## config.mk

```make
export PLATFORM = sky130hd
export DESIGN_NAME = stx_etx_xor_frame_receiver_flat
export DESIGN_NICKNAME = d
export VERILOG_FILES = /design/src/sv/stx_pkg.sv /design/src/sv/stx_if.sv /design/src/sv/stx_etx_xor_frame_receiver.sv /design/src/sv/stx_fsm.sv /design/src/sv/stx_out_reg.sv /design/src/flat_wrapper.sv
export VERILOG_INCLUDE_DIRS = /design/src /design/src/sv
export SDC_FILE = /design/constraint.sdc
export NUM_CORES = 1
export LEC_CHECK = 0
export BUFFER_PORTS_ARGS = -buffer_cell sky130_fd_sc_hd__buf_2
export CORE_AREA = 3 3 77 79
export CTS_BUF_LIST = sky130_fd_sc_hd__clkbuf_4 sky130_fd_sc_hd__clkbuf_8 sky130_fd_sc_hd__clkbuf_16
export CTS_CLUSTER_SIZE = 25
export DETAILED_ROUTE_END_ITERATION = 10
export DIE_AREA = 0 0 80 82
export PLACE_DENSITY_LB_ADDON = 0.25
export SLEW_MARGIN = 20
export SYNTH_ARGS = -nofsm -noshare
export SYNTH_HDL_FRONTEND = slang
export SYNTH_SLANG_ARGS = --single-unit
```

## constraint.sdc

```tcl
create_clock -name clk_i -period 4.07 [get_ports clk_i]
set_input_delay 0.2035 -clock clk_i [delete_from_list [all_inputs] [get_ports clk_i]]
set_output_delay 0.2035 -clock clk_i [all_outputs]
set_load 0.03 [all_outputs]
```

## src/sv/stx_etx_xor_frame_receiver_defines.svh

```systemverilog
// Assertion macros for the framed byte receiver.
// Included by the RTL files that carry concurrent assertions; expects clk_i and rst_ni in scope.
`ifndef STX_ETX_XOR_FRAME_RECEIVER_DEFINES_SVH
`define STX_ETX_XOR_FRAME_RECEIVER_DEFINES_SVH

// checked only out of reset
`define STX_ASSERT(lbl, prop, msg) \
  lbl: assert property (@(posedge clk_i) disable iff (!rst_ni) (prop)) else $error(msg);

// checked during reset too
`define STX_ASSERT_ALWAYS(lbl, prop, msg) \
  lbl: assert property (@(posedge clk_i) (prop)) else $error(msg);

`endif

```

## src/sv/stx_pkg.sv

```systemverilog
// Shared types and constants for the framed byte receiver.
// No dependencies; used by all RTL files of the block.
package stx_pkg;

  localparam int BYTE_W = 8;
  localparam int POS_W  = 5;
  localparam int LEN_W  = 16;

  localparam logic [BYTE_W-1:0] START_CODE_RST = 8'h02;
  localparam logic [BYTE_W-1:0] END_CODE_RST   = 8'h03;

  // configuration register indexes
  localparam logic CFG_START_CODE = 1'b0;
  localparam logic CFG_END_CODE   = 1'b1;

  typedef enum logic [2:0] {
    PH_IDLE  = 3'b001,
    PH_BODY  = 3'b010,
    PH_CHECK = 3'b100
  } phase_e;

  typedef enum logic [1:0] {
    ST_NONE = 2'd0,
    ST_GOOD = 2'd1,
    ST_ERR  = 2'd2,
    ST_OVF  = 2'd3
  } status_e;

  typedef struct packed {
    logic [BYTE_W-1:0] data_byte;
    logic [POS_W-1:0]  position;
    logic              in_frame;
    status_e           status;
  } res_t;

endpackage

```

## src/sv/stx_if.sv

```systemverilog
// Valid/ready channel interfaces for the framed byte receiver.
// Depend on stx_pkg for field widths and the status type.
interface stx_rx_if;
  logic                       valid;
  logic                       ready;
  logic [stx_pkg::BYTE_W-1:0] rx_byte;

  modport source (output valid, output rx_byte, input ready);
  modport sink   (input valid, input rx_byte, output ready);
endinterface

interface stx_res_if;
  logic                       valid;
  logic                       ready;
  logic [stx_pkg::BYTE_W-1:0] data_byte;
  logic [stx_pkg::POS_W-1:0]  position;
  logic                       in_frame;
  stx_pkg::status_e           status;

  modport source (output valid, output data_byte, output position, output in_frame,
                  output status, input ready);
  modport sink   (input valid, input data_byte, input position, input in_frame,
                  input status, output ready);
endinterface

```

## src/sv/stx_etx_xor_frame_receiver.sv

```systemverilog
// Top level of the framed byte receiver (start code / body / end code / XOR check byte).
// Depends on stx_pkg, stx_if, stx_fsm and stx_out_reg.
//
// Usage:
//   rx_i carries one received byte per beat; res_o returns exactly one result
//   beat per input beat: the byte echoed, its index in the frame, whether it
//   was stored, and a status (good frame, check/length error, overflow abort).
//   A byte accepted on rx_i is offered on res_o in the cycle after. Throughput
//   is one byte per cycle while res_o is not stalled; the frame logic is a
//   single compare/XOR pass between the input beat and the output register.
//   rx_i.ready is high while the output register is empty or being drained,
//   so a stalled res_o holds one result and back-pressures rx_i after that.
//   Reset clears the frame state to idle, empties the output register and
//   loads start_code 0x02 and end_code 0x03. cfg_we_i writes register
//   cfg_idx_i (0 start_code, 1 end_code) at any edge; write only while idle.
//   MAX_FRAME bounds the stored frame length; a longer frame aborts.
module stx_etx_xor_frame_receiver #(
  parameter int MAX_FRAME = 32
) (
  input  logic                       clk_i,
  input  logic                       rst_ni,
  stx_rx_if.sink                     rx_i,
  stx_res_if.source                  res_o,
  input  logic                       cfg_we_i,
  input  logic                       cfg_idx_i,
  input  logic [stx_pkg::BYTE_W-1:0] cfg_data_i
);

  logic [stx_pkg::BYTE_W-1:0] start_code_q;
  logic [stx_pkg::BYTE_W-1:0] end_code_q;
  logic                       accept;
  logic                       in_ready;
  stx_pkg::res_t              res_comb;
  stx_pkg::res_t              res_held;

  always_ff @(posedge clk_i or negedge rst_ni) begin
    if (!rst_ni) begin
      start_code_q <= stx_pkg::START_CODE_RST;
      end_code_q   <= stx_pkg::END_CODE_RST;
    end else if (cfg_we_i) begin
      unique case (cfg_idx_i)
        stx_pkg::CFG_START_CODE: start_code_q <= cfg_data_i;
        stx_pkg::CFG_END_CODE:   end_code_q   <= cfg_data_i;
        default: ;
      endcase
    end
  end

  assign rx_i.ready = in_ready;
  assign accept     = rx_i.valid && in_ready;

  stx_fsm #(
    .MAX_FRAME(MAX_FRAME)
  ) u_fsm (
    .clk_i       (clk_i),
    .rst_ni      (rst_ni),
    .accept_i    (accept),
    .rx_byte_i   (rx_i.rx_byte),
    .start_code_i(start_code_q),
    .end_code_i  (end_code_q),
    .res_o       (res_comb)
  );

  stx_out_reg u_out_reg (
    .clk_i      (clk_i),
    .rst_ni     (rst_ni),
    .load_i     (accept),
    .res_i      (res_comb),
    .out_ready_i(res_o.ready),
    .in_ready_o (in_ready),
    .out_valid_o(res_o.valid),
    .res_o      (res_held)
  );

  assign res_o.data_byte = res_held.data_byte;
  assign res_o.position  = res_held.position;
  assign res_o.in_frame  = res_held.in_frame;
  assign res_o.status    = res_held.status;

endmodule

```

## src/sv/stx_fsm.sv

```systemverilog
// Frame state machine: phase, byte count, running XOR and length latch.
// Depends on stx_pkg and the assertion macros header.
`include "stx_etx_xor_frame_receiver_defines.svh"

module stx_fsm #(
  parameter int MAX_FRAME = 32
) (
  input  logic                       clk_i,
  input  logic                       rst_ni,
  input  logic                       accept_i,
  input  logic [stx_pkg::BYTE_W-1:0] rx_byte_i,
  input  logic [stx_pkg::BYTE_W-1:0] start_code_i,
  input  logic [stx_pkg::BYTE_W-1:0] end_code_i,
  output stx_pkg::res_t              res_o
);

  localparam int CntW = $clog2(MAX_FRAME + 1);
  localparam int PosW = stx_pkg::POS_W;
  localparam int LenW = stx_pkg::LEN_W;
  localparam logic [CntW-1:0] CntMax = CntW'(MAX_FRAME);
  localparam logic [CntW-1:0] CntOne = CntW'(1);
  localparam logic [CntW-1:0] CntTwo = CntW'(2);

  stx_pkg::phase_e            phase_q, phase_d;
  logic [CntW-1:0]            cnt_q, cnt_d;
  logic [stx_pkg::BYTE_W-1:0] xor_q, xor_d;
  logic [stx_pkg::BYTE_W-1:0] len_hi_q, len_hi_d;
  logic [stx_pkg::BYTE_W-1:0] len_lo_q, len_lo_d;

  logic                       stored;
  logic [PosW-1:0]            pos;
  stx_pkg::status_e           status;
  logic                       ovf;
  logic                       chk_ok;

  assign ovf    = (cnt_q >= CntMax);
  assign chk_ok = ({len_hi_q, len_lo_q} == LenW'(cnt_q)) && (xor_q == rx_byte_i);

  always_comb begin
    phase_d  = phase_q;
    cnt_d    = cnt_q;
    xor_d    = xor_q;
    len_hi_d = len_hi_q;
    len_lo_d = len_lo_q;
    stored   = 1'b0;
    pos      = '0;
    status   = stx_pkg::ST_NONE;
    unique case (phase_q)
      stx_pkg::PH_BODY, stx_pkg::PH_CHECK: begin
        if (ovf) begin
          phase_d = stx_pkg::PH_IDLE;
          status  = stx_pkg::ST_OVF;
        end else if (phase_q == stx_pkg::PH_CHECK && chk_ok) begin
          stored  = 1'b1;
          pos     = PosW'(cnt_q);
          cnt_d   = cnt_q + CntOne;
          phase_d = stx_pkg::PH_IDLE;
          status  = stx_pkg::ST_GOOD;
        end else begin
          // body byte, or a failed check byte folded back into the body
          stored = 1'b1;
          pos    = PosW'(cnt_q);
          if (cnt_q == CntOne) begin
            len_hi_d = rx_byte_i;
          end else if (cnt_q == CntTwo) begin
            len_lo_d = rx_byte_i;
          end
          xor_d = xor_q ^ rx_byte_i;
          cnt_d = cnt_q + CntOne;
          if (phase_q == stx_pkg::PH_CHECK) begin
            phase_d = stx_pkg::PH_BODY;
            status  = stx_pkg::ST_ERR;
          end else if (rx_byte_i == end_code_i) begin
            phase_d = stx_pkg::PH_CHECK;
          end
        end
      end
      default: begin
        phase_d = stx_pkg::PH_IDLE;
        if (rx_byte_i == start_code_i) begin
          stored   = 1'b1;
          cnt_d    = CntOne;
          xor_d    = rx_byte_i;
          len_hi_d = '0;
          len_lo_d = '0;
          phase_d  = stx_pkg::PH_BODY;
        end
      end
    endcase
  end

  always_comb begin
    res_o.data_byte = rx_byte_i;
    res_o.position  = pos;
    res_o.in_frame  = stored;
    res_o.status    = status;
  end

  always_ff @(posedge clk_i or negedge rst_ni) begin
    if (!rst_ni) begin
      phase_q  <= stx_pkg::PH_IDLE;
      cnt_q    <= '0;
      xor_q    <= '0;
      len_hi_q <= '0;
      len_lo_q <= '0;
    end else if (accept_i) begin
      phase_q  <= phase_d;
      cnt_q    <= cnt_d;
      xor_q    <= xor_d;
      len_hi_q <= len_hi_d;
      len_lo_q <= len_lo_d;
    end
  end

  `STX_ASSERT_ALWAYS(a_cnt_bound, rst_ni |-> cnt_q <= CntMax, "byte count past MAX_FRAME")
  `STX_ASSERT(a_cnt_in_frame, phase_q != stx_pkg::PH_IDLE |-> cnt_q != '0,
              "inside a frame with zero count")
  `STX_ASSERT(a_ovf_to_idle, accept_i && res_o.status == stx_pkg::ST_OVF
              |=> phase_q == stx_pkg::PH_IDLE, "overflow did not abort frame")
  `STX_ASSERT(a_hold_idle, !accept_i |=> $stable(cnt_q) && $stable(xor_q),
              "frame state moved without a beat")

endmodule

```

## src/sv/stx_out_reg.sv

```systemverilog
// Output register of the framed byte receiver: holds one result beat.
// Depends on stx_pkg for the result struct.
module stx_out_reg (
  input  logic          clk_i,
  input  logic          rst_ni,
  input  logic          load_i,
  input  stx_pkg::res_t res_i,
  input  logic          out_ready_i,
  output logic          in_ready_o,
  output logic          out_valid_o,
  output stx_pkg::res_t res_o
);

  logic          valid_q, valid_d;
  stx_pkg::res_t res_q;

  // a held beat leaving this cycle frees the slot for the next one
  assign in_ready_o = !valid_q || out_ready_i;

  always_comb begin
    if (load_i) begin
      valid_d = 1'b1;
    end else if (out_ready_i) begin
      valid_d = 1'b0;
    end else begin
      valid_d = valid_q;
    end
  end

  always_ff @(posedge clk_i or negedge rst_ni) begin
    if (!rst_ni) begin
      valid_q <= 1'b0;
    end else begin
      valid_q <= valid_d;
    end
  end

  always_ff @(posedge clk_i) begin
    if (load_i) begin
      res_q <= res_i;
    end
  end

  assign out_valid_o = valid_q;
  assign res_o       = res_q;

endmodule

```

## src/flat_wrapper.sv

```systemverilog
// flat-port wrapper written by rule: the top's interface ports become plain ports
module stx_etx_xor_frame_receiver_flat 
#(
  parameter int MAX_FRAME = 32
)
  (clk_i, rst_ni, cfg_we_i, cfg_idx_i, cfg_data_i, rx_i_valid, rx_i_rx_byte, rx_i_ready, res_o_valid, res_o_data_byte, res_o_position, res_o_in_frame, res_o_status, res_o_ready);
  stx_rx_if rx_i_i ();
  stx_res_if res_o_i ();
  input  logic clk_i;
  input  logic rst_ni;
  input  logic cfg_we_i;
  input  logic cfg_idx_i;
  input  logic [stx_pkg::BYTE_W-1:0] cfg_data_i;
  input wire logic [$bits(rx_i_i.valid)-1:0] rx_i_valid;
  input wire logic [$bits(rx_i_i.rx_byte)-1:0] rx_i_rx_byte;
  output wire logic [$bits(rx_i_i.ready)-1:0] rx_i_ready;
  output wire logic [$bits(res_o_i.valid)-1:0] res_o_valid;
  output wire logic [$bits(res_o_i.data_byte)-1:0] res_o_data_byte;
  output wire logic [$bits(res_o_i.position)-1:0] res_o_position;
  output wire logic [$bits(res_o_i.in_frame)-1:0] res_o_in_frame;
  output wire logic [$bits(res_o_i.status)-1:0] res_o_status;
  input wire logic [$bits(res_o_i.ready)-1:0] res_o_ready;
  assign rx_i_i.valid = rx_i_valid;
  assign rx_i_i.rx_byte = rx_i_rx_byte;
  assign rx_i_ready = rx_i_i.ready;
  assign res_o_valid = res_o_i.valid;
  assign res_o_data_byte = res_o_i.data_byte;
  assign res_o_position = res_o_i.position;
  assign res_o_in_frame = res_o_i.in_frame;
  assign res_o_status = res_o_i.status;
  assign res_o_i.ready = res_o_ready;
  stx_etx_xor_frame_receiver #(.MAX_FRAME(MAX_FRAME)) u_core (.clk_i(clk_i), .rst_ni(rst_ni), .rx_i(rx_i_i), .res_o(res_o_i), .cfg_we_i(cfg_we_i), .cfg_idx_i(cfg_idx_i), .cfg_data_i(cfg_data_i));
endmodule
```

* Word level (Yosys, flattened, before mapping)
Cells that the tools add are included.
** Storage, ports and cells
- Bits in registers :: 66
- Input port bits :: 22
- Output and inout bits :: 18
** Cells by class
- Magnitude comparators :: 1
- Add/sub/neg operators :: 1
- Muxes and demuxes :: 31
- Reductions and logical operators :: 16
- Bitwise operators :: 3
- Equality and inequality tests :: 14
** Operators by type and width (number)
- 8-bit 2-to-1 mux :: 14
- 8-bit equality test :: 3
- 6-bit 2-to-1 mux :: 3
- 16-bit by 6-bit equality test with 1-bit output :: 1
- 3-bit 2-to-1 mux :: 5
- 2-bit != test, second input constant :: 5
- 2-bit 2-to-1 mux :: 4
- 8-bit XOR :: 1
- 6-bit by 1-bit adder with 6-bit output, second input constant :: 1
- 6-bit by 1-bit equality test with 1-bit output, second input constant :: 1
- 6-bit by 2-bit equality test with 1-bit output, second input constant :: 1
- 6-bit >= comparator, second input constant :: 1
- 2-bit AND reduction :: 3
- 6-bit AND reduction :: 1
- 1-bit 2-to-1 mux :: 5
- 5-bit != test, second input constant :: 1
- 5-bit AND reduction :: 1
- 4-bit AND reduction :: 1
- 2-bit nonzero test :: 2
- 2-bit OR reduction :: 2
- 3-bit by 2-bit equality test with 1-bit output, second input constant :: 1
- 3-bit equality test, second input constant :: 1
- 1-bit logical AND :: 3
- 3-bit AND reduction :: 1
- other kinds (3) :: 4

* Longest topological paths before layout
Gate-level depths: netlist of the first run.
- Word-level depth :: 6
- Depth in mapped cells :: 8

* Hierarchy
A second synthesis of the first run with hierarchy kept.
** Unflattened totals
- Cells, all modules :: 268
- Area, all modules :: 3337.0 µm²
** Modules (own cells, without submodules)
- stx_fsm :: cells each 213, seq. area each 827.0 µm², instances 1, area an instance 2184.6 µm²
- stx_etx_xor_frame_receiver :: cells each 36, seq. area each 404.1 µm², instances 1, area an instance 624.3 µm²
- stx_out_reg :: cells each 19, seq. area each 505.5 µm², instances 1, area an instance 528.0 µm²

* Least setup slack after synthesis of the first run
OpenSTA, ideal clock, no wires.
- Path type :: reg2reg
- From :: reg u_core.u_out_reg.valid_q (netlist: u_core.u_out_reg.out_valid_o)
- To :: reg u_core.u_fsm.len_lo_q[0] (netlist bit)
- Arrival :: 2.487 ns
- Cell stages (with the launch flop) :: 8
- Path slack :: 1.458 ns
- Period minus slack after synthesis :: 2.612 ns
- Cells stage by stage :: dfrtp_1 > nand2b_1 > nand2_1 > inv_1 > and2_2 > nor2_2 > nor3_4 > mux2_2
** On the way
- Word-level cells in the longest chain between the ends :: 4
** RTL lines
- start: declaration :: line stx_out_reg.sv:14 : logic valid_q, valid_d;
- start signal: assignment :: line stx_out_reg.sv:34 : valid_q <= valid_d;
- 1-bit logical NOT :: line stx_out_reg.sv:18 : assign in_ready_o = !valid_q || out_ready_i;
- 1-bit logical OR :: line stx_out_reg.sv:18
- net rx_i_ready :: line flat_wrapper.sv:16 : output wire logic [$bits(rx_i_i.ready)-1:0] rx_i_ready;
- 1-bit logical AND :: line stx_etx_xor_frame_receiver.sv:50 : assign accept = rx_i.valid && in_ready;
- net u_core.accept :: line stx_etx_xor_frame_receiver.sv:31 : logic accept;
- 6-bit AND reduction (no source line)
- end signal: assignment :: line stx_fsm.sv:111 : len_lo_q <= len_lo_d;
- end: declaration :: line stx_fsm.sv:28 : logic [stx_pkg::BYTE_W-1:0] len_lo_q, len_lo_d;
The timed path passes the listed nets, and every way through them passes these cells.
A chain may end at the register's enable or synchronous reset.

* Worst setup path after layout of the first run
- From :: reg u_core.u_fsm.len_hi_q[3] (netlist bit)
- To :: reg u_core.u_fsm.len_lo_q[2] (netlist bit)
** On the way
- Word-level cells in the longest chain between the ends :: 5
** RTL lines
- start: declaration :: line stx_fsm.sv:27 : logic [stx_pkg::BYTE_W-1:0] len_hi_q, len_hi_d;
- start signal: assignment :: line stx_fsm.sv:110 : len_hi_q <= len_hi_d;
- 16-bit by 6-bit equality test with 1-bit output :: line stx_fsm.sv:37 : assign chk_ok = ({len_hi_q, len_lo_q} == LenW'(cnt_q)) && (xor_q == rx_byte_i);
- 1-bit logical AND :: line stx_fsm.sv:37
- 1-bit logical AND :: line stx_fsm.sv:53 : end else if (phase_q == stx_pkg::PH_CHECK && chk_ok) begin
- 2-bit != test (no source line)
- 6-bit AND reduction (no source line)
Every way passes these cells.

==> flow_results.org, run 1 <==
** Outcome
- Outcome :: completed

** Power
- Relative contribution of the clock network to total power :: 0.336
- Cell internal power was estimated by the tool at 1.14 mW.
- Leakage component of the power :: roughly 1.6 nW
- Of the total power, registers draw 0.507.
- Summed over all nets, the switching power comes to between 400 and 500 uW.
- P per Cell Area :: roughly 420 nW/um^2
- Of the total power, combinational logic draws 0.157.
- VDD sags by at most 0.380 mV.
- Switching share of total power :: 0.276

** Logic synthesis
- Share of the synthesized area in the top cell type :: 0.351
- Proportion of register bits with asynchronous set or reset after synthesis :: 0.758
- Of the total synthesized cell area, the portion taken by AND, OR, NAND and NOR gates is 0.148.
- Cells taking the most area after synthesis :: sky130_fd_sc_hd__dfrtp_1 (35%), sky130_fd_sc_hd__edfxtp_1 (15%), sky130_fd_sc_hd__mux2_2 (8.2%)
- Of the total synthesized cell area, the portion taken by full adders, half adders and majority gates is 0.0153.
- Mean cell area of the mapped netlist :: 11.9 sq um
- Of the total synthesized cell area, the portion taken by XOR and XNOR cells is 0.0905.
- After synthesis the cells add up to approximately 3300 sq um.
- Post-synthesis compound-gate area fraction :: 0.0966
- In this run, synthesis inferred 16 flip-flops with an integrated enable.
- Part of the Yosys area used for sequential elements :: 0.530
- Largest family of logic cells by synthesized area :: simple AND/OR/NAND/NOR gates
- After synthesis, the netlist uses 48 different library cells.
- Syn_nets :: roughly 300
- Most area-hungry cell type in the Yosys netlist :: sky130_fd_sc_hd__dfrtp_1
- The Yosys step of the flow raised 0 warnings.
- Post-synthesis cell count :: around 280
- Post-synthesis mux area share :: 0.0824
- Yosys reg bits :: 66
- Among all flip-flop cells after synthesis, the most frequent one is sky130_fd_sc_hd__dfrtp_1.

** Worst setup path
- The worst setup path is launched from a register.
- The worst register-to-register path begins at u_core.u_fsm.len_hi_q[3].
- Of all nets on the critical path, the largest fanout is 11.
- Kind of critical path :: register to register
- Setup slack, reg-to-reg :: around 1600 ps
- For the worst setup path, the data required time is about 4300 ps.
- The worst setup path is captured at a register.
- STA puts the critical path data arrival time at 2700 ps.
- The critical path starts at u_core.u_fsm.len_hi_q[3].

** CTS
- In this run the clock root is driven by a sky130_fd_sc_hd__clkbuf_8.
- Clock latency on the worst-skew pair :: 350 ps
- The H-tree was split into 3 levels.
- The clock passes through at most 2 buffers.
- The number of gates resized after CTS was 0.
- Count of hold buffers inserted by post-cts repair :: 1
- Post-CTS Setup Bufs :: 0
- TritonCTS built the clock tree.
- Clock tree synthesis inserted a total of 9 buffers.
- Clock input transition at the sequential cells of the worst setup and hold paths :: around 70 ps
- Clock sink total :: 66

** Timing
- Adding up every negative setup slack in the final design gives 0 ps.
- Slew of the pin with the lowest slew margin :: around 800 ps
- Setup Viol. Count Final :: 0
- Post-route clock skew :: approximately 9.3 ps
- Maximum clock frequency :: around 400 MHz
- Headroom to the max-slew limit came out at 0.469.
- Shortest clock period the worst path allows after layout :: 2470 ps
- Final worst path period share :: 0.608
- The number of hold-slack violations in the final timing report came to 0.
- Number of pins exceeding their max-slew limit in the final report :: 0
- Unrepaired setup endpoints after global routing :: false

** Cells and area
- Multi-input combinational cell area :: 1420 sq um
- Area added between synthesis and finish :: 13.0%
- Antenna diode instance count :: 0
- FF+latch area :: approximately 1700 sq um
- Count of filler cells inserted in the layout :: 411
- With fillers left out, the area of the finished cells amounts to roughly 3700 sq um.
- Share of layout cells above drive strength 1 :: 0.319
- Final Net Count :: roughly 340

** Detailed routing
- Wires add up to about 6.7 mm.
- Dividing the detail-routed wire length by the instance count gives around 17 um.
- Using the TritonRoute via totals, the vias-per-cell ratio works out to between 5 and 6.
- Number of DRC violations after detailed-routing iteration 0 :: just under 100
- The pre-antenna-repair detailed-routing pass consisted of 4 iterations.
- The routed layout has between 2,000 and 2,500 vias.
- In the routed design, unresolved DRC markers number 0.
- In this run the remaining antenna-violating nets after routing total 0.

** Global routing
- The first global-routing pass estimated 11.4 mm of wire.
- Pin count of the biggest net entering global routing :: just over 50
- The total overflow left after global routing is 0.
- Across every metal layer, demand over resource in global routing totals 0.236.
- The number of global-route vias before repair is 2,239.
- Initial antenna violation count :: 0

** Floorplanning
- DIE WIDTH :: roughly 80 um
- Initial core utilization :: 0.606
- I/O pin count :: 40
- The total area inside the core boundary comes to 5410 sq um.
- The floorplan step set the die height to a little over 80 um.
- Row Count :: 27
- The die covers ~6600 sq um.

** Placed design
- Final GP Congestion :: 0.780
- During placement, the flow inserted port buffers numbering 39.
- HPWL after DPL :: 4.72 mm
- Area of placed instances :: approximately 3500 sq um

** Flow run
- The tool flagged a number of max-cap violations equal to 0.

** Hold path
- The path class of the tightest hold or removal check is input pin to register.
- Source of the worst hold timing path :: rx_i_valid
## metrics by stage
step	power [mW]	worst slack (ps)	std cells	hold slack (ps)	util
CTS	1.58	1590	389	68.0	0.685
floorplan	0.975	1460	275	-92.1	-
global placement	1.04	1680	372	352	0.649
global route	1.65	1420	389	79.2	0.685
finish	1.57	1600	389	72.3	0.685
detailed placement	1.05	1620	372	358	0.649
## cell usage after synthesis, types with 2 or more instances
library cell / count
sky130_fd_sc_hd__a22o_1: 8
sky130_fd_sc_hd__a31oi_1: 2
sky130_fd_sc_hd__and2_1: 5
sky130_fd_sc_hd__buf_2: 3
sky130_fd_sc_hd__clkbuf_1: 11
sky130_fd_sc_hd__dfrtp_1: 46
sky130_fd_sc_hd__dfstp_2: 4
sky130_fd_sc_hd__edfxtp_1: 16
sky130_fd_sc_hd__ha_1: 4
sky130_fd_sc_hd__inv_1: 13
sky130_fd_sc_hd__mux2_2: 24
sky130_fd_sc_hd__nand2_1: 12
sky130_fd_sc_hd__nand2b_1: 3
sky130_fd_sc_hd__nand3_1: 6
sky130_fd_sc_hd__nand4_1: 5
sky130_fd_sc_hd__nor2_1: 22
sky130_fd_sc_hd__nor3_1: 2
sky130_fd_sc_hd__nor3_4: 3
sky130_fd_sc_hd__nor4_1: 7
sky130_fd_sc_hd__o211ai_1: 3
sky130_fd_sc_hd__o21ai_0: 6
sky130_fd_sc_hd__o22a_1: 2
sky130_fd_sc_hd__o311ai_0: 6
sky130_fd_sc_hd__o31ai_1: 6
sky130_fd_sc_hd__or2_2: 2
sky130_fd_sc_hd__or3_1: 2
sky130_fd_sc_hd__xnor2_1: 19
sky130_fd_sc_hd__xor2_1: 13
## critical path, cell delays in order (launching register included)
cell and delay (ps):
sky130_fd_sc_hd__dfrtp_1 380, sky130_fd_sc_hd__or4_4 540, sky130_fd_sc_hd__a2111oi_4 260, sky130_fd_sc_hd__nand4_2 200, sky130_fd_sc_hd__nor3_4 500, sky130_fd_sc_hd__nor3_4 150, sky130_fd_sc_hd__mux2_2 310
## layer usage
metal / track usage / wire length, um
met1: 0.297 / 2930
met2: 0.392 / 3310
met3: 0.0504 / 279
met4: 0.110 / 190
met5: 0 / 0
## state kept, by name, indices dropped and copies added, names as in the netlist, 3 cells and up
name / cells
u_core.end_code_q: 8
u_core.u_fsm.cnt_q: 6
u_core.u_fsm.len_hi_q: 8
u_core.u_out_reg.res_o: 16
u_core.u_fsm.phase_q: 3
u_core.start_code_q: 8
u_core.u_fsm.len_lo_q: 8
u_core.u_fsm.xor_q: 8
## logic make-up after synthesis
kind of cell	count (synthesis)
AO/OA/AOI/OAI	39
adder cells (fa/ha/maj)	4
flip-flops	66
multiplexers	24
XOR/XNOR	33
buffers and inverters	29
AND/OR/NAND/NOR	80
## power groups by stage
stage          clock (mW)  sequential [mW]  combinational (mW)
2_1_floorplan           0            0.811               0.164
6_report            0.527            0.795               0.247
5_1_grt             0.572            0.801               0.274
3_3_place_gp            0            0.803               0.235
4_1_cts             0.538            0.794               0.249
3_5_place_dp            0            0.806               0.243
## cell usage in the layout, fill, tap and decap left out, types with 2 or more instances in the layout
cell	instances
sky130_fd_sc_hd__nand4_1	5
sky130_fd_sc_hd__edfxtp_1	16
sky130_fd_sc_hd__buf_4	2
sky130_fd_sc_hd__ha_1	4
sky130_fd_sc_hd__nor2_1	22
sky130_fd_sc_hd__xor2_1	13
sky130_fd_sc_hd__buf_2	39
sky130_fd_sc_hd__clkinv_2	4
sky130_fd_sc_hd__xnor2_1	19
sky130_fd_sc_hd__o211ai_1	3
sky130_fd_sc_hd__inv_1	13
sky130_fd_sc_hd__nor4_1	7
sky130_fd_sc_hd__mux2_2	24
sky130_fd_sc_hd__a22o_1	8
sky130_fd_sc_hd__nand2b_1	3
sky130_fd_sc_hd__nand3_1	6
sky130_fd_sc_hd__o21ai_0	6
sky130_fd_sc_hd__o31ai_1	6
sky130_fd_sc_hd__clkbuf_8	9
sky130_fd_sc_hd__dfrtp_1	46
sky130_fd_sc_hd__nor3_1	2
sky130_fd_sc_hd__and2_1	5
sky130_fd_sc_hd__or2_2	2
sky130_fd_sc_hd__nand2_1	12
sky130_fd_sc_hd__o311ai_0	6
sky130_fd_sc_hd__nor3_4	3
sky130_fd_sc_hd__or3_1	2
sky130_fd_sc_hd__o22a_1	2
sky130_fd_sc_hd__a31oi_1	2
sky130_fd_sc_hd__dfstp_2	4
## path summary, 6_finish.rpt
path,end,cells after the start
setup / recovery,u_core.u_fsm.len_lo_q[2],6
hold / removal,u_core.u_out_reg.out_valid_o,2
setup reg to reg,u_core.u_fsm.len_lo_q[2],6
hold reg to reg,u_core.u_fsm.len_hi_q[1],1
max in group asynchronous,u_core.u_fsm.cnt_q[5],3
min in group asynchronous,u_core.u_fsm.len_hi_q[6],3
## cell type report
| type | count | share of cell area |
|---|---|---|
| sequential | 66 | 0.469 |
| multi-input combinational | 180 | 0.383 |
| timing repair buffer | 42 | 0.0594 |
| clock buffer | 10 | 0.0355 |
| tap | 72 | 0.0243 |
| clock inverter | 6 | 0.0155 |
| inverter | 13 | 0.0132 |
No activity file was read; power rests on OpenSTA's default activity.
==> run 2, diff against run 1 <==
--- a/config.mk
+++ b/config.mk
@@ -7,11 +7,11 @@
 export NUM_CORES = 1
 export LEC_CHECK = 0
 export BUFFER_PORTS_ARGS = -buffer_cell sky130_fd_sc_hd__buf_2
-export CORE_AREA = 3 3 77 79
+export CORE_AREA = 3 3 84 86
 export CTS_BUF_LIST = sky130_fd_sc_hd__clkbuf_4 sky130_fd_sc_hd__clkbuf_8 sky130_fd_sc_hd__clkbuf_16
 export CTS_CLUSTER_SIZE = 25
 export DETAILED_ROUTE_END_ITERATION = 10
-export DIE_AREA = 0 0 80 82
+export DIE_AREA = 0 0 87 89
 export PLACE_DENSITY_LB_ADDON = 0.25
 export SLEW_MARGIN = 20
 export SYNTH_ARGS = -nofsm -noshare
==> constraint.sdc (replaced) <==
create_clock -name clk_i -period 2.25 [get_ports clk_i]
set_input_delay 0.1125 -clock clk_i [delete_from_list [all_inputs] [get_ports clk_i]]
set_output_delay 0.1125 -clock clk_i [all_outputs]
set_load 0.03 [all_outputs]
==> run 2 against run 1 <==
Against the previous run: sequential power increased by 79%; flip-flop and latch count unchanged; worst setup slack got worse by 1500 ps; critical path depth unchanged; highest routed layer unchanged.
==> flow_results.org, run 2 (synthesized netlist as in run 1, its figures left out) <==
** CTS
- Number of clock buffers inserted by TritonCTS :: 9 (unchanged)
- The maximum number of buffers from clock root to sink is 2 (unchanged).
- Root buffer cell :: sky130_fd_sc_hd__clkbuf_8
- TritonCTS built the clock tree.
- The worst-skew pair later-pin latency is 340 ps (about the same).
- The TritonCTS sink count is 66 (unchanged).
- H-tree depth :: 3 (unchanged)
- Clock input transition at the sequential cells of the worst setup and hold paths :: 70 ps (about the same)

** Placed design
- HPWL after DPL :: 5.10 mm (+8.0%)
- The weighted congestion reported at the end of routability-driven placement is 0.833 (+6.8%).
- Port bufs :: 39 (unchanged)
- Post-Place Cells :: 388 (+4.3%)
- Worst Setup Slack post-DPL :: 28.2 ps (-1590 ps)
- Area of placed instances :: 3610 sq um (+3.1%)

** Worst setup path
- CP delay by family, top :: simple AND/OR/NAND/NOR gates
- Kind of critical path :: register to register
- STA classifies the critical path endpoint as a register.
- Startpoint of the worst setup timing path :: u_core.u_fsm.len_hi_q[3]
- For this design, the slowest cell found on the critical path is sky130_fd_sc_hd__or4_4.
- Startpoint of the most critical register-to-register path :: u_core.u_fsm.len_hi_q[3]
- Buffer and inverter count on the worst path :: 0 (unchanged)
- Traced cell by cell, the critical path runs through or4_4 > a2111oi_4 > nand4_2 > or3_4 > nand2_4 > o311ai_0.
- The data required time at the worst endpoint is 2440 ps (-1850 ps).
- Worst Setup Start Kind :: register
- The worst register-to-register path ends at u_core.u_fsm.xor_q[0].
- The internal reg-to-reg setup slack came to 70 ps (-1530 ps).
- The critical path ends at u_core.u_fsm.xor_q[0].
- The maximum single-stage delay on the critical path was 560 ps (+20 ps).
- The count of cell instances traversed by the critical path was 6 (unchanged).
- The arrival time reported for the critical path endpoint is 2380 ps (-320 ps).
- The depth of the worst register-to-register path was 6 (unchanged).
- The maximum net fanout on the critical path is 8 (-3).

** Flow run
- Max-cap violations :: 0 (unchanged)

** Floorplanning
- The core area is 6350 sq um (+17%).
- The vertical die dimension is 89 um (+8.5%).
- I/O pin count :: 40 (unchanged)
- DIE WIDTH :: 87 um (+8.8%)
- Row Count :: 29 (+7.4%)
- The floorplan die area was 7740 sq um (+18%).
- The initial cell density of the core came to 0.516 (-0.0902).

** Global routing
- Total GRT Usage :: 0.204 (-0.0325)
- Pin count of the biggest net entering global routing :: 34 (-33%)
- Wire length of the first global-routing pass :: 11.7 mm (+2.5%)
- The initial antenna violation count is 0 (unchanged).
- Number of global-route vias before repair :: 2,312 (+3.3%)
- Sum of overflow across all layers after global routing :: 0 (unchanged)

** Power
- Worst ir drop on vdd :: 0.478 mV (+26%)
- The power per standard cell area was 753 nW/um^2 (+78%).
- Leakage component of the power :: 1.69 nW (+4.3%)

** Timing
- The number of hold-slack violations in the final timing report is 0 (unchanged).
- Shortest clock period the worst path allows after layout :: 2180 ps (-292 ps)
- Post-route clock skew :: 4.31 ps (-5.03 ps)
- Worst Setup Slack, final :: 67.3 ps (-1530 ps)
- The headroom to the max-slew limit is 0.444 (-0.0244).
- Slew of the pin with the lowest slew margin :: 832 ps (+36.6 ps)
- Setup repair after global routing could not meet its margin everywhere.
- Maximum clock frequency :: 458 MHz (+13%)
- The final count of pins violating max slew was 0 (unchanged).
- The fraction of the cycle the final worst path needs came to 0.970 (+0.362).
- The count of endpoints failing setup in the final report is 0 (unchanged).

** Cells and area
- Final core utilization :: 0.607 (-0.0783)
- Leaving out fill and tap cells, the most frequent cell in the layout is sky130_fd_sc_hd__dfrtp_1.
- The top cell types in the final layout, fill and taps aside, are sky130_fd_sc_hd__dfrtp_1 (45), sky130_fd_sc_hd__buf_2 (39), sky130_fd_sc_hd__mux2_2 (24).
- The number of flip-flops in the largest register is 16 (unchanged).
- The number of standard cells in the layout, taps in and fillers out is 407 (+4.6%).
- Post-layout instance area :: 3850 sq um (+4.1%)
- Area added between synthesis and finish :: 17.6%
- The share of post-route cells with drive strength above 1 was 0.361 (+0.0420).
- Antenna diode instance count :: 0 (unchanged)
- Final Net Count :: 351 (+3.8%)

** Outcome
- Outcome :: completed

** Detailed routing
- Number of optimization iterations in the first detailed-route pass :: 4 (unchanged)
- Vias after detailed routing :: 2,302 (+3.3%)
- Detailed Route WL :: 7.00 mm (+4.3%)
- The remaining antenna violation count is 0 (unchanged).
- The average vias per placed instance was 5.66 (-1.2%).
- Detail-routed net length per standard cell :: 17.2 um (-0.34%)
- Remaining DRCs :: 0 (unchanged)
- Number of DRC violations after detailed-routing iteration 0 :: 144 (+45%)

** Hold path
- Source of the worst hold timing path :: cfg_data_i[5]
- In this run the worst hold path is classified as input pin to register.
==> run 2: changes by cell type in the layout (fill, tap and decap cells not counted), sizes merged <==
cell,change
buf,+12
clkbuf,+5
clkinv,-3
bufinv,-1
dlygate4sd3,+1
inv,-1
==> run 2: worst min-delay path by stage <==
stage,end,slack (ps),cells past startpoint
6_report,u_core.end_code_q[5],10,2
5_1_grt,u_core.start_code_q[4],2,2
4_1_cts,u_core.end_code_q[5],3,2
3_5_place_dp,u_core.start_code_q[2],70,1
3_3_place_gp,u_core.start_code_q[4],60,1
2_1_floorplan,u_core.end_code_q[2],-180,0
==> run 2: area by class of cell <==
type                            count  area, sq um
Clock buffer                       15          199
Clock inverter                      1         5.00
Fill cell                         525         2490
Inverter                           13         52.6
Multi-Input combinational cell    180         1440
Sequential cell                    66         1740
Tap cell                           77         96.3
Timing Repair Buffer               55          320
==> run 2: report_power, final <==
group	leakage, nW	internal, mW	switching (mW)
clock	0.109	0.564	0.429
combinational	0.819	0.220	0.270
sequential	0.760	1.34	0.0780
total	1.69	2.13	0.777
==> run 2: stage by stage <==
step	power, mW	TNS (ps)	hold slack [ps]
floorplan	1.76	0	-183
global placement	1.90	0	60.3
detailed placement	1.92	0	73.4
CTS	2.92	0	3.03
global route	3.05	-51.5	2.44
finish	2.90	0	14.1
==> run 2: repair_timing <==
item	in CTS	in global routing
buffers inserted	0	2
hold buffers	2	0
hold endpoints to repair	15	0
resized for setup	0	5
endpoints found under the setup margin	0	24
==> run 2: metal layers <==
layer  routed length (um)  share of wire  global-route usage  vias up
met1                 3120           0.45               0.255     1144
met4                  116          0.017              0.0722        0
met3                  343          0.049              0.0562       14
met2                 3430           0.49               0.340       62
li1                     -              -                   -     1082
met5                    0              0                   0        -
==> run 3, diff against run 2 <==
--- a/config.mk
+++ b/config.mk
@@ -7,11 +7,12 @@
 export NUM_CORES = 1
 export LEC_CHECK = 0
 export BUFFER_PORTS_ARGS = -buffer_cell sky130_fd_sc_hd__buf_2
-export CORE_AREA = 3 3 84 86
+export CORE_AREA = 3 3 69 104
 export CTS_BUF_LIST = sky130_fd_sc_hd__clkbuf_4 sky130_fd_sc_hd__clkbuf_8 sky130_fd_sc_hd__clkbuf_16
 export CTS_CLUSTER_SIZE = 25
 export DETAILED_ROUTE_END_ITERATION = 10
-export DIE_AREA = 0 0 87 89
+export DIE_AREA = 0 0 72 107
+export GPL_TIMING_DRIVEN = 1
 export PLACE_DENSITY_LB_ADDON = 0.25
 export SLEW_MARGIN = 20
 export SYNTH_ARGS = -nofsm -noshare
==> run 3 against run 2 <==
Against the previous run: routed wire length rose by 5.0%; first-iteration DRC count increased by 33%; flip-flop and latch count unchanged; largest power group unchanged; critical endpoint is now u_core.u_fsm.len_lo_q[0]; final area increased by 3.1%.
==> flow_results.org, run 3 (synthesized netlist as in run 1, its figures left out) <==
** Timing
- The number of hold-slack violations in the final timing report was 0 (unchanged).
- Shortest clock period the worst path allows after layout :: 2220 ps (+39.5 ps)
- Final worst hold slack :: 10.4 ps (-3.65 ps)
- Unrepaired setup endpoints after global routing :: true
- The headroom to the max-slew limit was 0.488 (+0.0440).
- Post-route clock skew :: 9.61 ps (+5.31 ps)
- The transition time of the tightest slew-check pin came to 766 ps (-65.8 ps).
- Final TNS setup :: 0 ps (unchanged)
- The final count of pins violating max slew is 0 (unchanged).
- Final worst path period share :: 0.988 (+0.0176)
- The maximum clock rate was 450 MHz (-1.8%).
- The count of endpoints failing setup in the final report came to 0 (unchanged).

** Detailed routing
- The average vias per placed instance was 5.61 (-0.86%).
- Number of DRC violations after detailed-routing iteration 0 :: 192 (+33%)
- The via count was 2,327 (+1.1%).
- The remaining antenna violation count came to 0 (unchanged).
- Detailed Route WL :: 7.36 mm (+5.0%)
- Detail-routed net length per standard cell :: 17.7 um (+3.0%)
- Remaining DRCs :: 0 (unchanged)
- Number of optimization iterations in the first detailed-route pass :: 4 (unchanged)

** Cells and area
- Non-Filler Instances :: 415 (+2.0%)
- Final core utilization :: 0.617 (+0.00965)
- The share of post-route cells with drive strength above 1 is 0.366 (+0.00518).
- Area added between synthesis and finish :: 21.2%
- Final Net Count :: 360 (+2.6%)
- Count of filler cells inserted in the layout :: 537 (+2.3%)
- Number of flip-flops under the largest register name :: 16 (unchanged)
- Leaving out fill and tap cells, the most frequent cell in the layout is sky130_fd_sc_hd__dfrtp_1.
- The library cells used most frequently in the layout, excluding fill and tap cells, are sky130_fd_sc_hd__dfrtp_1 (45), sky130_fd_sc_hd__buf_2 (39), sky130_fd_sc_hd__mux2_2 (24).
- Antenna diode instance count :: 0 (unchanged)
- Post-layout instance area :: 3970 sq um (+3.1%)

** Global routing
- Sum of overflow across all layers after global routing :: 0 (unchanged)
- The initial antenna violation count is 0 (unchanged).
- Number of global-route vias before repair :: 2,391 (+3.4%)
- Pin count of the biggest net entering global routing :: 24 (-29%)
- Wire length of the first global-routing pass :: 11.9 mm (+2.2%)
- Total GRT Usage :: 0.209 (+0.00572)

** Worst setup path
- The maximum single-stage delay on the critical path came to 550 ps (about the same).
- Worst endpoint data arrival time :: 2450 ps (+70 ps)
- Maximum fanout count along the critical path :: 8 (unchanged)
- The data required time at the worst endpoint came to 2480 ps (+40 ps).
- The depth of the worst register-to-register path is 8 (+2).
- Kind of critical path :: register to register
- Worst path slowest cell :: sky130_fd_sc_hd__dfstp_2
- Startpoint of the most critical register-to-register path :: u_core.start_code_q[1]
- RR Endpoint :: u_core.u_fsm.len_lo_q[0]
- Buffer and inverter count on the worst path :: 2 (+2)
- The worst setup path is captured at a register.
- Setup slack, reg-to-reg :: 30 ps (-40 ps)
- The worst setup path is launched from a register.
- Cell breakdown of the critical path :: xnor2_2 > nand4_1 > nor4b_4 > buf_4 > nor2_4 > nor3_4 > buf_12 > mux2_2
- Among cell families on the critical path, the largest total delay comes from simple AND/OR/NAND/NOR gates.

** Hold path
- The depth of the worst hold-timing path came to 2 (unchanged).
- Source of the worst hold timing path :: cfg_data_i[5]
- Hold crit path type :: input pin to register
- Worst hold endpoint :: u_core.end_code_q[5]

** CTS
- TritonCTS built the clock tree.
- The maximum number of buffers from clock root to sink came to 2 (unchanged).
- The number of levels the H-tree was split into was 3 (unchanged).
- Clock input transition at the sequential cells of the worst setup and hold paths :: 70 ps (about the same)
- Root buffer cell :: sky130_fd_sc_hd__clkbuf_8
- The worst-skew pair later-pin latency was 350 ps (about the same).
- The TritonCTS sink count is 66 (unchanged).
- Number of clock buffers inserted by TritonCTS :: 9 (unchanged)

** Flow run
- The number of max-cap violations came to 0 (unchanged).

** Floorplanning
- Row Count :: 36 (+24%)
- Overall die area :: 7700 sq um (-0.50%)
- Initial core utilization :: 0.509 (-0.00732)
- The vertical die dimension came to 107 um (+20%).
- I/O pin count :: 40 (unchanged)
- The core area is 6440 sq um (+1.4%).
- The die width came to 72 um (-17%).

** Power
- Worst ir drop on vdd :: 0.546 mV (+14%)
- P per Cell Area :: 767 nW/um^2 (+1.9%)
- The leakage dissipation is 1.75 nW (+3.5%).

** Placed design
- Area of placed instances :: 3610 sq um (-0.17%)
- Port bufs :: 39 (unchanged)
- HPWL after DPL :: 5.38 mm (+5.4%)
- Final GP Congestion :: 0.807 (-3.2%)
- The number of placed instances, taps included came to 388 (unchanged).

** Outcome
- Outcome :: completed
## run 3: layer usage
layer  track usage  share of wire  vias to the layer above  routed length [um]
met5             0              0                        -                   0
met4        0.0927          0.018                        0                 135
met3        0.0497          0.031                       12                 227
met2         0.373           0.55                       42                4030
met1         0.231           0.40                     1176                2960
li1              -              -                     1097                   -
## run 3: report_power, final
part	switching, mW	internal [mW]	leakage [nW]	total (mW)
Sequential	0.0782	1.34	0.760	1.42
Clock	0.463	0.663	0.113	1.13
Combinational	0.275	0.227	0.874	0.502
Total	0.816	2.23	1.75	3.05
## run 3: worst max path at each step
stage                                 startpoint                  endpoint  slack [ps]  cells past startpoint
global placement          u_core.start_code_q[1]  u_core.u_fsm.len_lo_q[0]          50                      6
finish                    u_core.start_code_q[1]  u_core.u_fsm.len_lo_q[0]          30                      8
global route            u_core.u_fsm.len_hi_q[3]  u_core.u_fsm.len_lo_q[1]         -40                      7
detailed placement        u_core.start_code_q[1]  u_core.u_fsm.len_lo_q[3]          40                      6
CTS                       u_core.start_code_q[1]  u_core.u_fsm.len_lo_q[0]          20                      6
floorplan           u_core.u_out_reg.out_valid_o     u_core.u_fsm.xor_q[4]          40                      8
## run 3: final cells by class
type,instances,area [sq um],share of cell area
inverter,13,52.6,0.0132
multi-input combinational,180,1450,0.364
sequential,66,1740,0.437
clock buffer,11,145,0.0365
clock inverter,5,77.6,0.0195
timing repair buffer,64,419,0.106
tap,76,95.1,0.0239
## run 3: metrics by stage
step / setup slack [ps] / power [mW]
finish: 27.8 / 3.05
global route: -43.4 / 3.18
CTS: 22.1 / 3.06
detailed placement: 43.7 / 1.93
global placement: 54.2 / 1.92
floorplan: 38.3 / 1.76
## run 3: repair_timing
action | CTS | global route
hold buffers | 5 | 0
setup endpoints to repair | 0 | 24
resized for setup | 0 | 9
hold endpoints to repair | 21 | 0
buffers inserted | 0 | 6
